--- src/rtl/ac3fs_pkg.sv ---
// Package for the AC-3 frame sync deframer: beat payload types, syncword
// constants and the rate and frame-size code tables. No dependencies.
package ac3fs_pkg;

  localparam int unsigned WinLen    = 5;
  localparam int unsigned HeldLen   = WinLen - 1;
  localparam int unsigned FillW     = $clog2(WinLen);
  localparam int unsigned IdxW      = $clog2(HeldLen);
  localparam int unsigned SizeCodes = 38;

  localparam logic [7:0]  SYNC_HI   = 8'h0B;
  localparam logic [7:0]  SYNC_LO   = 8'h77;
  localparam logic [7:0]  SIZE_MASK = 8'h3F;

  localparam logic [1:0]  RC_48K  = 2'd0;
  localparam logic [1:0]  RC_44K1 = 2'd1;
  localparam logic [1:0]  RC_32K  = 2'd2;
  localparam logic [1:0]  RC_NONE = 2'd3;

  localparam logic [15:0] RATE_48K  = 16'd48000;
  localparam logic [15:0] RATE_44K1 = 16'd44100;
  localparam logic [15:0] RATE_32K  = 16'd32000;

  typedef struct packed {
    logic [7:0] in_byte;
  } in_beat_t;

  typedef struct packed {
    logic [7:0]  out_byte;
    logic        first_byte;
    logic        last_byte;
    logic [15:0] sample_rate;
    logic [11:0] frame_length;
  } out_beat_t;

  typedef struct packed {
    logic        ok;
    logic [15:0] rate;
    logic [11:0] length;
  } hdr_info_t;

  function automatic logic [15:0] rate_of(logic [1:0] rc);
    logic [15:0] r;
    case (rc)
      RC_48K:  r = RATE_48K;
      RC_44K1: r = RATE_44K1;
      RC_32K:  r = RATE_32K;
      default: r = RATE_48K;
    endcase
    return r;
  endfunction

  // words per frame for 48 / 44.1 / 32 kHz, packed {w48, w44, w32}
  function automatic logic [32:0] words_of(logic [5:0] sc);
    logic [32:0] t;
    case (sc)
      6'd0:    t = {11'd64,   11'd69,   11'd96};
      6'd1:    t = {11'd64,   11'd70,   11'd96};
      6'd2:    t = {11'd80,   11'd87,   11'd120};
      6'd3:    t = {11'd80,   11'd88,   11'd120};
      6'd4:    t = {11'd96,   11'd104,  11'd144};
      6'd5:    t = {11'd96,   11'd105,  11'd144};
      6'd6:    t = {11'd112,  11'd121,  11'd168};
      6'd7:    t = {11'd112,  11'd122,  11'd168};
      6'd8:    t = {11'd128,  11'd139,  11'd192};
      6'd9:    t = {11'd128,  11'd140,  11'd192};
      6'd10:   t = {11'd160,  11'd174,  11'd240};
      6'd11:   t = {11'd160,  11'd175,  11'd240};
      6'd12:   t = {11'd192,  11'd208,  11'd288};
      6'd13:   t = {11'd192,  11'd209,  11'd288};
      6'd14:   t = {11'd224,  11'd243,  11'd336};
      6'd15:   t = {11'd224,  11'd244,  11'd336};
      6'd16:   t = {11'd256,  11'd278,  11'd384};
      6'd17:   t = {11'd256,  11'd279,  11'd384};
      6'd18:   t = {11'd320,  11'd348,  11'd480};
      6'd19:   t = {11'd320,  11'd349,  11'd480};
      6'd20:   t = {11'd384,  11'd417,  11'd576};
      6'd21:   t = {11'd384,  11'd418,  11'd576};
      6'd22:   t = {11'd448,  11'd487,  11'd672};
      6'd23:   t = {11'd448,  11'd488,  11'd672};
      6'd24:   t = {11'd512,  11'd557,  11'd768};
      6'd25:   t = {11'd512,  11'd558,  11'd768};
      6'd26:   t = {11'd640,  11'd696,  11'd960};
      6'd27:   t = {11'd640,  11'd697,  11'd960};
      6'd28:   t = {11'd768,  11'd835,  11'd1152};
      6'd29:   t = {11'd768,  11'd836,  11'd1152};
      6'd30:   t = {11'd896,  11'd975,  11'd1344};
      6'd31:   t = {11'd896,  11'd976,  11'd1344};
      6'd32:   t = {11'd1024, 11'd1114, 11'd1536};
      6'd33:   t = {11'd1024, 11'd1115, 11'd1536};
      6'd34:   t = {11'd1152, 11'd1253, 11'd1728};
      6'd35:   t = {11'd1152, 11'd1254, 11'd1728};
      6'd36:   t = {11'd1280, 11'd1393, 11'd1920};
      6'd37:   t = {11'd1280, 11'd1394, 11'd1920};
      default: t = '0;
    endcase
    return t;
  endfunction

endpackage

--- src/rtl/ac3fs_if.sv ---
// Valid/ready channel interfaces for the deframer's byte input and frame output.
// Depends on ac3fs_pkg for the beat payload types.
interface ac3fs_in_if;
  import ac3fs_pkg::*;
  logic     valid;
  logic     ready;
  in_beat_t data;
  modport source (output valid, output data, input ready);
  modport sink   (input valid, input data, output ready);
endinterface

interface ac3fs_out_if;
  import ac3fs_pkg::*;
  logic      valid;
  logic      ready;
  out_beat_t data;
  modport source (output valid, output data, input ready);
  modport sink   (input valid, input data, output ready);
endinterface

--- src/rtl/ac3_frame_sync_deframer_core.sv ---
// AC-3 frame sync deframer: hunts for sync headers in a byte stream and
// forwards whole frames with first/last marks, sample rate and length.
// A frame byte is pushed into the output stage when the byte four places behind
// it is accepted. Throughput: one byte per cycle while the output stage has space, set by the window update.
// Reset: window empty, hunting, rate 48000, length zero, output stage empty.
// Depends on ac3fs_pkg, ac3fs_if, ac3fs_hdr_dec, ac3fs_out_buf.
module ac3_frame_sync_deframer_core (
  input  logic        clk_i,
  input  logic        rst_ni,
  ac3fs_in_if.sink    in_i,
  ac3fs_out_if.source out_o
);
  import ac3fs_pkg::*;

  logic [7:0]       win_q [HeldLen];
  logic [7:0]       win_d [HeldLen];
  logic [FillW-1:0] fill_q, fill_d;
  logic [11:0]      left_q, left_d;
  logic [15:0]      rate_q, rate_d;
  logic [11:0]      len_q, len_d;

  logic       accept;
  logic       full;
  logic [7:0] new_byte;
  logic       space;
  logic       push;
  out_beat_t  push_data;
  hdr_info_t  hdr;

  assign new_byte  = in_i.data.in_byte;
  assign accept    = in_i.valid && space;
  assign in_i.ready = space;
  assign full      = (fill_q == FillW'(HeldLen));

  ac3fs_hdr_dec u_hdr_dec (
    .sync0_i (win_q[0]),
    .sync1_i (win_q[1]),
    .code_i  (new_byte),
    .info_o  (hdr)
  );

  always_comb begin
    win_d     = win_q;
    fill_d    = fill_q;
    left_d    = left_q;
    rate_d    = rate_q;
    len_d     = len_q;
    push      = 1'b0;
    push_data = '{out_byte: win_q[0], first_byte: 1'b0, last_byte: 1'b0,
                  sample_rate: rate_q, frame_length: len_q};
    if (accept) begin
      if (!full) begin
        win_d[fill_q[IdxW-1:0]] = new_byte;
        fill_d = fill_q + FillW'(1);
      end else begin
        for (int i = 0; i < HeldLen - 1; i++) begin
          win_d[i] = win_q[i+1];
        end
        win_d[HeldLen-1] = new_byte;
        if (left_q != '0) begin
          push                = 1'b1;
          push_data.last_byte = (left_q == 12'd1);
          left_d              = left_q - 12'd1;
        end else if (hdr.ok) begin
          push                   = 1'b1;
          push_data.first_byte   = 1'b1;
          push_data.sample_rate  = hdr.rate;
          push_data.frame_length = hdr.length;
          rate_d                 = hdr.rate;
          len_d                  = hdr.length;
          left_d                 = hdr.length - 12'd1;
        end
      end
    end
  end

  always_ff @(posedge clk_i or negedge rst_ni) begin
    if (!rst_ni) begin
      fill_q <= '0;
      left_q <= '0;
      rate_q <= RATE_48K;
      len_q  <= '0;
    end else begin
      fill_q <= fill_d;
      left_q <= left_d;
      rate_q <= rate_d;
      len_q  <= len_d;
    end
  end

  always_ff @(posedge clk_i) begin
    win_q <= win_d;
  end

  ac3fs_out_buf u_out_buf (
    .clk_i       (clk_i),
    .rst_ni      (rst_ni),
    .push_i      (push),
    .push_data_i (push_data),
    .space_o     (space),
    .out_o       (out_o)
  );

endmodule

--- src/rtl/ac3fs_hdr_dec.sv ---
// Header check for one full window: syncword match, rate and size code range,
// sample rate and frame length lookup. Depends on ac3fs_pkg.
module ac3fs_hdr_dec (
  input  logic [7:0]             sync0_i,
  input  logic [7:0]             sync1_i,
  input  logic [7:0]             code_i,
  output ac3fs_pkg::hdr_info_t   info_o
);
  import ac3fs_pkg::*;

  logic [1:0]  rc;
  logic [5:0]  sc;
  logic [32:0] words;
  logic [10:0] word_cnt;

  assign rc    = code_i[7:6];
  assign sc    = 6'(code_i & SIZE_MASK);
  assign words = words_of(sc);

  always_comb begin
    case (rc)
      RC_48K:  word_cnt = words[32:22];
      RC_44K1: word_cnt = words[21:11];
      RC_32K:  word_cnt = words[10:0];
      default: word_cnt = '0;
    endcase
  end

  assign info_o.ok     = (sync0_i == SYNC_HI) && (sync1_i == SYNC_LO) &&
                         (rc != RC_NONE) && (32'(sc) < SizeCodes);
  assign info_o.rate   = rate_of(rc);
  assign info_o.length = {word_cnt, 1'b0};

endmodule

--- src/rtl/ac3fs_out_buf.sv ---
// Two-entry output stage: result register plus skid register, so a beat is
// taken while the result register waits. Depends on ac3fs_pkg, ac3fs_if.
module ac3fs_out_buf (
  input  logic                  clk_i,
  input  logic                  rst_ni,
  input  logic                  push_i,
  input  ac3fs_pkg::out_beat_t  push_data_i,
  output logic                  space_o,
  ac3fs_out_if.source           out_o
);
  import ac3fs_pkg::*;

  logic      main_vld_q, main_vld_d;
  logic      skid_vld_q, skid_vld_d;
  out_beat_t main_q, main_d;
  out_beat_t skid_q, skid_d;
  logic      pop;

  assign pop     = main_vld_q && out_o.ready;
  assign space_o = !skid_vld_q;

  always_comb begin
    main_vld_d = main_vld_q;
    skid_vld_d = skid_vld_q;
    main_d     = main_q;
    skid_d     = skid_q;
    if (pop) begin
      main_vld_d = 1'b0;
    end
    if (skid_vld_q && (pop || !main_vld_q)) begin
      main_d     = skid_q;
      main_vld_d = 1'b1;
      skid_vld_d = 1'b0;
    end else if (push_i) begin
      if (!main_vld_q || pop) begin
        main_d     = push_data_i;
        main_vld_d = 1'b1;
      end else begin
        skid_d     = push_data_i;
        skid_vld_d = 1'b1;
      end
    end
  end

  always_ff @(posedge clk_i or negedge rst_ni) begin
    if (!rst_ni) begin
      main_vld_q <= 1'b0;
      skid_vld_q <= 1'b0;
    end else begin
      main_vld_q <= main_vld_d;
      skid_vld_q <= skid_vld_d;
    end
  end

  always_ff @(posedge clk_i) begin
    main_q <= main_d;
    skid_q <= skid_d;
  end

  assign out_o.valid = main_vld_q;
  assign out_o.data  = main_q;

endmodule
--- src/flat_wrapper.sv ---
// flat-port wrapper written by rule: the top's interface ports become plain ports
module ac3_frame_sync_deframer_core_flat import ac3fs_pkg::*;
  (clk_i, rst_ni, in_i_valid, in_i_data, in_i_ready, out_o_valid, out_o_data, out_o_ready);
  ac3fs_in_if in_i_i ();
  ac3fs_out_if out_o_i ();
  input  logic clk_i;
  input  logic rst_ni;
  input wire logic [$bits(in_i_i.valid)-1:0] in_i_valid;
  input wire logic [$bits(in_i_i.data)-1:0] in_i_data;
  output wire logic [$bits(in_i_i.ready)-1:0] in_i_ready;
  output wire logic [$bits(out_o_i.valid)-1:0] out_o_valid;
  output wire logic [$bits(out_o_i.data)-1:0] out_o_data;
  input wire logic [$bits(out_o_i.ready)-1:0] out_o_ready;
  assign in_i_i.valid = in_i_valid;
  assign in_i_i.data = in_i_data;
  assign in_i_ready = in_i_i.ready;
  assign out_o_valid = out_o_i.valid;
  assign out_o_data = out_o_i.data;
  assign out_o_i.ready = out_o_ready;
  ac3_frame_sync_deframer_core u_core (.clk_i(clk_i), .rst_ni(rst_ni), .in_i(in_i_i), .out_o(out_o_i));
endmodule
--- config.mk ---
export PLATFORM = sky130hd
export DESIGN_NAME = ac3_frame_sync_deframer_core_flat
export DESIGN_NICKNAME = d
export VERILOG_FILES = /design/src/rtl/ac3fs_pkg.sv /design/src/rtl/ac3fs_if.sv /design/src/rtl/ac3_frame_sync_deframer_core.sv /design/src/rtl/ac3fs_hdr_dec.sv /design/src/rtl/ac3fs_out_buf.sv /design/src/flat_wrapper.sv
export SDC_FILE = /design/constraint.sdc
export NUM_CORES = 1
export LEC_CHECK = 0
export ABC_AREA = 1
export BUFFER_PORTS_ARGS = -buffer_cell sky130_fd_sc_hd__buf_4
export CAP_MARGIN = 10
export CELL_PAD_IN_SITES_DETAIL_PLACEMENT = 0
export CELL_PAD_IN_SITES_GLOBAL_PLACEMENT = 1
export CORE_ASPECT_RATIO = 0.8
export CORE_UTILIZATION = 30
export CTS_CLUSTER_SIZE = 20
export DETAILED_ROUTE_END_ITERATION = 16
export PLACE_DENSITY_LB_ADDON = 0.1
export SYNTH_ARGS = -nofsm -noshare
export SYNTH_HDL_FRONTEND = slang
export SYNTH_HIERARCHICAL = 1
export SYNTH_SLANG_ARGS = --single-unit
--- constraint.sdc ---
create_clock -name clk_i -period 5.4 [get_ports clk_i]
set_input_delay 1.08 -clock clk_i [delete_from_list [all_inputs] [get_ports clk_i]]
set_output_delay 1.08 -clock clk_i [all_outputs]
set_load 0.01 [all_outputs]
; After elaboration in Yosys (flattened, before gate mapping)
; Memories as Yosys holds them, arrays and structs flattened.
; Index checks and enable logic that the tools add are counted.
[op_classes]
n_lt_le_gt_ge = 3
eq_ne = 8
bitwise_logic = 5
n_mux = 28
reduce_logical = 21
addsub = 3
[ops]
columns = operator, n
row1 = $mux W38, 3
row2 = $mux W30, 2
row3 = $mux W28, 2
row4 = $pmux W11 S3, 1
row5 = $bwmux W32, 1
row6 = $mux W32, 1
row7 = $pmux W16 S2, 1
row8 = $mux W12, 2
row9 = $sub A12 B1 Y12 const B, 2
row10 = $demux W8 S2, 1
row11 = $mux W1, 13
row12 = $eq A12 B1 Y1 const B, 1
row13 = $reduce_bool A12 Y1, 1
row14 = $eq A8 B4 Y1 const B, 1
row15 = $eq A8 B7 Y1 const B, 1
row16 = $mux W8, 1
row17 = $logic_and A1 B1 Y1, 7
row18 = $lt A6 B6 Y1 const B, 1
row19 = $reduce_and A2 Y1, 3
row20 = $reduce_and A3 Y1, 2
row21 = $reduce_bool A2 Y1, 3
row22 = $not A1 Y1, 4
row23 = $reduce_and A4 Y1, 1
row24 = $add A3 B1 Y3 const B, 1
row25 = other kinds (11), 12
[word_totals]
mem_bits_ro = 1664
output_inout_bits = 40
elab_cells = 89
register_bits = 152
input_bits = 12
memories = 1
[memory_table]
columns = memory, words, word_bits, rd, rd_clocked_by_memory_dff, wr, line
row1 = (no name shown), 64, 26, 1, 0, 0, ac3fs_pkg.sv:56  ; case (sc)

; Longest topological paths before layout
; Gate-level depths: netlist (run 1).
[depth]
ltp_word = 11
depth_mapped = 19

; Cells and area by module
; Netlist (run 1), hierarchy kept.
[modules_own_cells]
columns = module, area_each_um2, cells_per_inst, n_inst, seq_area_each_um2
row1 = ac3_frame_sync_deframer_core, 3858.7, 472, 1, 2045.7
row2 = ac3fs_out_buf, 2931.6, 215, 1, 2332.2
row3 = ac3fs_hdr_dec, 1157.4, 199, 1, 0.0

; Least setup slack after synthesis (run 1)
; OpenSTA, ideal clock, no wires.
[synth_path]
path_type = input-to-reg
startpoint = in in_i_valid
endpoint = reg u_core.u_out_buf.main_q, in the netlist u_core/u_out_buf/out_o.data[0] (enable)
setup_ns = 0.446
t_arrival_ns = 4.178
slack_ns = 0.776
t_required_ns = 4.954
path_stages = 9
cell_sequence = nand2_1 nor2_1 nand2_1 inv_1 nand2_1 nand2_2 buf_4 nor2_1 a21oi_1
[synth_between]
elab_chain_len = 4
[synth_lines]
columns = item, line
row1 = start: declaration, flat_wrapper.sv:8  ; input wire logic [$bits(in_i_i.valid)-1:0] in_i_valid;
row2 = $logic_and A1 B1 Y1, ac3_frame_sync_deframer_core.sv:31  ; assign accept = in_i.valid && space;
row3 = $mux W1, ac3_frame_sync_deframer_core.sv:51  ; if (accept) begin
row4 = named net u_core.push, ac3_frame_sync_deframer_core.sv:26  ; logic push;
row5 = $reduce_bool A2 Y1 (no source line), --
row6 = $reduce_and A2 Y1 (no source line), --
row7 = end signal: assignment, ac3fs_out_buf.sv:56  ; main_q <= main_d;
row8 = end: declaration, ac3fs_out_buf.sv:15  ; out_beat_t main_q, main_d;
; The timed path passes the listed nets, and every way through them passes these cells.
; A chain may end at the register's enable or synchronous reset.

==> run_results.csv, run 1 <==
group,metric,value,unit
pwr,leakage,0.00413,uW
floorplanning,core_area,25600,um^2
yosys,synth_top_area_frac,0.408,
sta,finalHoldViolCount,0,
clock_network,cts_buffers,17,
detailed_routing,detail-route-antenna-nets,0,
worst_setup_path,startpoint_type,"primary input",
floorplanning,die_area,27200,um^2
detailed_routing,first_pass_iters,5,
yosys,synth_edf_count,108,
worst_setup_path,crit_path_end_kind,"flop",
clock_network,clkSlewWorstSetupHoldPaths,0.07,ns
detailed_routing,vias_per_cell,4.55,
placement,post-place-ws,1.32,ns
floorplanning,die_x,184,um
cells_and_area,area_delta_synth_final,15.6,%
grt,overflow,0,
floorplanning,die_h,148,um
sta,timing.fmax,0.279,GHz
worst_setup_path,worstPathRequired,5.52,ns
clock_network,cts.sinks,153,
yosys,ys_ff_latch,153,
grt,grt_max_degree,52,
worst_hold_path,min_path_type,"reg -> reg",
worst_setup_path,r2r_slack,2.12,ns
placement,hpwl,13600,um
detailed_routing,wl,20100,um
sta,fin_ws,1.82,ns
clock_network,cts_root_buffer,"clkbuf_16",
floorplanning,pin_count,52,
cells_and_area,nets,971,
worst_setup_path,rr_endpoint,"u_core/u_out_buf/out_o.data[28]$_DFFE_PP_",
worst_setup_path,timing.rr.start,"u_core/push_data[37]$_DFFE_PP_",
cells_and_area,antenna_cells,0,
grt,grt_pass1_vias,5663,
worst_setup_path,crit_path_max_incr_delay,0.58,ns
clock_network,ctsResizeCount,0,
worst_setup_path,worstPathMaxFanout,18,
worst_hold_path,holdPathStages,2,
yosys,synth_most_common_cell,"nand2_1",
yosys,synth_area_per_cell,8.97,um^2
cells_and_area,nFillCells,2657,
yosys,ys_seq_area_frac,0.551,
worst_setup_path,critical_path_buf_inv_count,3,
sta,period_share,0.663,
pwr,vdd_drop_max,214,uV
sta,rsz0062_at_grt,"false",
yosys,synth_area_leaders,"edfxtp_1, nand2_1, dfrtp_1, nand3_1, ha_1",
sta,setup_viol,0,
worst_setup_path,path_cells,"buf_4 -> inv_2 -> ha_1 -> nand3_1 -> nand3_1 -> nor2_1 -> nand2_1 -> nand2_2 -> nor2_1 -> a21oi_4 -> buf_4",
yosys,synth_cells,886,
sta,fin_crit,3.58,ns
yosys,async_reset_ff_frac,0.294,
yosys,synthDistinctLibCells,39,
worst_setup_path,path_class,"in -> reg",
grt,antenna_found_initial,0,
grt,grt_pass1_wl,32100,um
clock_network,cts_tree,"done",
clock_network,clock_latency,0.43,ns
worst_hold_path,min-delay-start,"u_core/len_q[6]$_DFFE_PN0P_",
detailed_routing,drt-initial-drc-count,462,
floorplanning,initial_core_util,0.310,
yosys,synth_ff_type,"edfxtp_1",
sta,worstMarginPinSlew,0.947,ns
grt,grt_util_all_layers,0.155,
clock_network,holdBufCountCts,0,
sta,clock_skew,0.0100,ns
cells_and_area,drive_above_1_share,0.141,
worst_setup_path,r2r_cells,10,
detailed_routing,vias,5889,
clock_network,post_cts_buffers,0,
sta,drv_slew,0,
detailed_routing,wl_per_cell,15.5,um
yosys,synth_common_cells,"nand2_1, edfxtp_1, nand3_1",
run,maxCapViolCount,0,
clock_network,ctsLongestPathBuffers,2,
sta,setup_tns,0,ns
status,status,"completed",
pwr,power_density,398,nW/um^2
yosys,ys_warn_count,6,
placement,routabilityCongestion,0.782,
worst_setup_path,cp_top_family,"simple AND/OR/NAND/NOR gates",
yosys,post-synth-top-area-cell,"edfxtp_1",
worst_hold_path,min_to,"u_core/len_q[6]$_DFFE_PN0P_",
placement,port_buffers,51,
yosys,synth_area,7950,um^2
sta,max-slew-margin-rel,0.369,
cells_and_area,fin_util,0.358,
worst_setup_path,worstPathArrival,3.70,ns
clock_network,h-tree-depth,4,
worst_setup_path,slowest_stage,"a21oi_4",
floorplanning,rows,52,
detailed_routing,drc,0,
[worst min-delay path, stage by stage (launching register included)]
cell	delay, ns
dfrtp_1	0.32
nand2_1	0.06
nand2_1	0.06
[power breakdown]
group | internal (uW) | leakage [uW] | switching (uW)
sequential | 1480 | 0.00165 | 92.4
combinational | 280 | 0.00220 | 609
clock | 619 | 0.000282 | 578
total | 2370 | 0.00413 | 1280
[metal layers]
layer  wire, um  global-route usage
met5          0                   0
met4        249              0.0463
met2       8180               0.220
met1      10800               0.236
met3        861              0.0315
[state kept, by name, summed over array words and instances (netlist names)]
signal                        flops
u_core/u_out_buf/out_o.data      38
u_core/push_data                  8
u_core/u_out_buf/skid_q          38
u_core/fill_q                     3
u_core/left_q                    12
u_core/win_q                     24
u_core/u_out_buf/skid_vld_q       1
u_core/len_q                     12
u_core/rate_q                    16
u_core/u_out_buf/out_o.valid      1
[metrics by stage]
stage / instance area [um^2] / total power (uW) / cells / hold slack, ns
final: 9190 / 3650 / 1293 / 0.472
after floorplan: 7970 / 2180 / 892 / 0.443
after CTS: 9190 / 3700 / 1293 / 0.478
after detailed placement: 8600 / 2490 / 1261 / 0.460
after global routing: 9190 / 3880 / 1293 / 0.495
after global placement: 8600 / 2500 / 1261 / 0.456
[logic make-up after synthesis]
kind of cell / share of synthesized area
AOI/OAI and AO/OA: 0.0650
xor gates and xnor gates: 0.00551
adders and majority gates: 0.0472
buffers and inverters: 0.0713
DFF: 0.551
other: 0.000945
and+or+nand+nor: 0.259
[cell usage in the layout, fill, tap and decap left out, types with 2 or more instances in the layout]
cell type	Yosys	layout
inv_2	7	7
nor2_4	2	3
nand2_1	291	291
clkbuf_16	0	17
inv_8	0	5
dfrtp_1	38	38
inv_6	0	2
nor3_1	2	2
a21oi_1	24	23
o31ai_1	8	8
xor2_1	4	4
clkinv_2	1	2
ha_1	30	30
buf_4	15	60
clkinv_4	0	2
dfstp_2	7	7
inv_1	65	65
nand3_1	101	101
nand2_2	13	13
edfxtp_1	108	108
o21ai_1	18	18
nand3b_1	2	2
conb_1	2	8
clkinv_8	0	3
nor2_1	58	57
nor2_2	2	2
clkinv_1	2	2
nand4_1	7	7
o211ai_1	7	7
clkinvlp_4	0	2
o21ai_0	34	34
[area by class of cell]
class | count | area [um^2] | area share
clock buffer | 17 | 425 | 0.0463
tap | 351 | 439 | 0.0478
multi-input combinational | 621 | 3040 | 0.331
clock inverter | 15 | 160 | 0.0174
inverter | 76 | 289 | 0.0315
sequential | 153 | 4380 | 0.477
timing repair buffer | 60 | 450 | 0.0490
[worst max path at each step]
stage,to,startpoint,cells after the start
after detailed placement,u_core/u_out_buf/out_o.data[19]$_DFFE_PP_,in_i_data[3],11
after global placement,u_core/u_out_buf/out_o.data[28]$_DFFE_PP_,in_i_data[3],11
final,u_core/u_out_buf/out_o.data[28]$_DFFE_PP_,in_i_data[3],11
after floorplan,u_core/u_out_buf/out_o.data[0]$_DFFE_PP_,in_i_valid,9
after CTS,u_core/u_out_buf/out_o.data[28]$_DFFE_PP_,in_i_data[3],11
after global routing,u_core/u_out_buf/out_o.data[28]$_DFFE_PP_,in_i_data[3],11
No activity file was read; power rests on OpenSTA's default activity.
==> inputs of run 2 (changes only) <==
==> constraint.sdc (replaced) <==
create_clock -name clk_i -period 3.04 [get_ports clk_i]
set_input_delay 0.608 -clock clk_i [delete_from_list [all_inputs] [get_ports clk_i]]
set_output_delay 0.608 -clock clk_i [all_outputs]
set_load 0.01 [all_outputs]
==> run 2 against run 1 <==
  * Worst hold slack got worse by 0.28 ns
  * Total power grew 81%
  * Die area is the same
==> run_results.csv, run 2 (same netlist as run 1, synthesis figures left out) <==
group,metric,value,unit
grt,grt_pass1_vias,5611,
pwr,netSwitchingFraction,0.344,
cells_and_area,drive_above_1_share,0.155,
floorplanning,core_area,25600,um^2
sta,finalHoldViolCount,0,
detailed_routing,detail-route-antenna-nets,0,
cells_and_area,nFillCells,2707,
pwr,vdd_drop_max,377,uV
sta,worstMarginPinSlew,0.784,ns
floorplanning,die_h,148,um
worst_setup_path,worstPathRequired,3.23,ns
pwr,internal-power,4340,uW
pwr,p_comb_frac,0.241,
placement,post-place-ws,0.185,ns
grt,grt_max_degree,46,
clock_network,ctsLongestPathBuffers,2,
sta,period_share,0.854,
clock_network,cts.sinks,153,
cells_and_area,final_cells,1307,
sta,fin_ws,0.443,ns
clock_network,cts_tree,"done",
floorplanning,pin_count,52,
grt,overflow,0,
grt,antenna_found_initial,0,
clock_network,post_cts_buffers,0,
worst_setup_path,crit_path_end_kind,"flop",
detailed_routing,vias,5945,
detailed_routing,first_pass_iters,4,
cells_and_area,antenna_cells,0,
clock_network,clock_latency,0.43,ns
clock_network,ctsResizeCount,0,
clock_network,cts_buffers,17,
detailed_routing,wl_per_cell,15.3,um
sta,clock_skew,0.0164,ns
floorplanning,initial_core_util,0.310,
worst_setup_path,worstPathMaxFanout,32,
worst_setup_path,path_cells,"inv_1 -> ha_1 -> nand2_1 -> nor2_1 -> nand2_4 -> inv_2 -> nand3_4 -> buf_4 -> nand2_1 -> o21ai_0 -> nand2_1 -> nand2_1",
detailed_routing,wl,20000,um
cells_and_area,nets,985,
sta,fin_hold_ws,0.187,ns
sta,setup_tns,0,ns
detailed_routing,drc,0,
worst_setup_path,path_class,"reg -> reg",
worst_hold_path,min_path_type,"in -> async",
clock_network,cts_root_buffer,"clkbuf_16",
pwr,leakage,0.00422,uW
cells_and_area,fin_util,0.366,
sta,max-slew-margin-rel,0.477,
sta,timing.fmax,0.385,GHz
worst_setup_path,slowest_stage,"dfrtp_1",
worst_setup_path,startpoint_type,"flop",
worst_setup_path,worstPathArrival,2.79,ns
clock_network,h-tree-depth,4,
placement,port_buffers,51,
cells_and_area,final_common_cell,"nand2_1",
grt,grt_pass1_wl,32100,um
detailed_routing,vias_per_cell,4.55,
grt,grt_util_all_layers,0.155,
worst_setup_path,r2r_cells,12,
placement,placedCellCount,1275,
floorplanning,die_x,184,um
pwr,power.switching,2280,uW
worst_setup_path,path_common_cell,"nand2_1",
floorplanning,rows,52,
floorplanning,die_area,27200,um^2
clock_network,clkSlewWorstSetupHoldPaths,0.08,ns
detailed_routing,drt-initial-drc-count,454,
run,maxCapViolCount,0,
pwr,seq_power_share,0.421,
pwr,power_density,706,nW/um^2
status,status,"completed",
sta,rsz0062_at_grt,"false",
placement,routabilityCongestion,0.865,
worst_setup_path,crit_path_max_incr_delay,0.38,ns
sta,fin_crit,2.60,ns
placement,hpwl,13800,um
sta,setup_viol,0,
sta,drv_slew,0,
clock_network,holdBufCountCts,0,
pwr,clkPwrFrac,0.338,
cells_and_area,layout_common_cells,"nand2_1, edfxtp_1, nand3_1",
cells_and_area,area_delta_synth_final,17.9,%
[run 2: per-layer routing]
layer  wire length (um)  global-route usage  part of all wire  vias to the layer above
met3                718              0.0278             0.036                       15
li1                   -                   -                 -                     3045
met5                  0                   0                 0                        -
met4                226              0.0492             0.011                        0
met1              10700               0.242              0.53                     2772
met2               8350               0.211              0.42                      113
[run 2: path summary, 6_finish.rpt]
check,from,to,slack (ns)
min,rst_ni,u_core/rate_q[1]$_DFFE_PN0P_,0.19
min reg2reg,u_core/rate_q[10]$_DFFE_PN0P_,u_core/rate_q[10]$_DFFE_PN0P_,0.47
max reg2reg,u_core/left_q[0]$_DFFE_PN0P_,u_core/u_out_buf/out_o.data[3]$_DFFE_PP_,0.44
max in group asynchronous,rst_ni,u_core/rate_q[14]$_DFFE_PN0P_,2.37
max,u_core/left_q[0]$_DFFE_PN0P_,u_core/u_out_buf/out_o.data[3]$_DFFE_PP_,0.44
min in group clk_i,u_core/rate_q[10]$_DFFE_PN0P_,u_core/rate_q[10]$_DFFE_PN0P_,0.47
[run 2: power by group through the flow]
stage          clock, uW  combinational (uW)  sequential, uW
2_1_floorplan          0                1060            2830
3_3_place_gp           0                1630            2830
3_5_place_dp           0                1610            2830
4_1_cts             2310                1620            2790
5_1_grt             2390                1810            2820
6_report            2230                1600            2790
[run 2: cell type report]
class,count,area [um^2],area share
clock inverter,15,201,0.0215
inverter,76,289,0.0308
tap,351,439,0.0469
sequential,153,4380,0.467
multi-input combinational,621,3050,0.325
clock buffer,17,425,0.0454
timing repair buffer,74,593,0.0633
[run 2: metrics by stage]
| step | power (uW) | instance area (um^2) |
|---|---|---|
| after floorplan | 3890 | 7990 |
| after global placement | 4460 | 8750 |
| after detailed placement | 4440 | 8750 |
| after CTS | 6710 | 9370 |
| after global routing | 7020 | 9370 |
| final | 6620 | 9370 |
[run 2: critical path, delay by kind of cell (launching register included)]
family,cells,cell delay (ns)
AOI/OAI and AO/OA,1,0.18
adders and majority gates,1,0.26
buffers and inverters,3,0.65
DFF,1,0.38
and+or+nand+nor,7,0.88
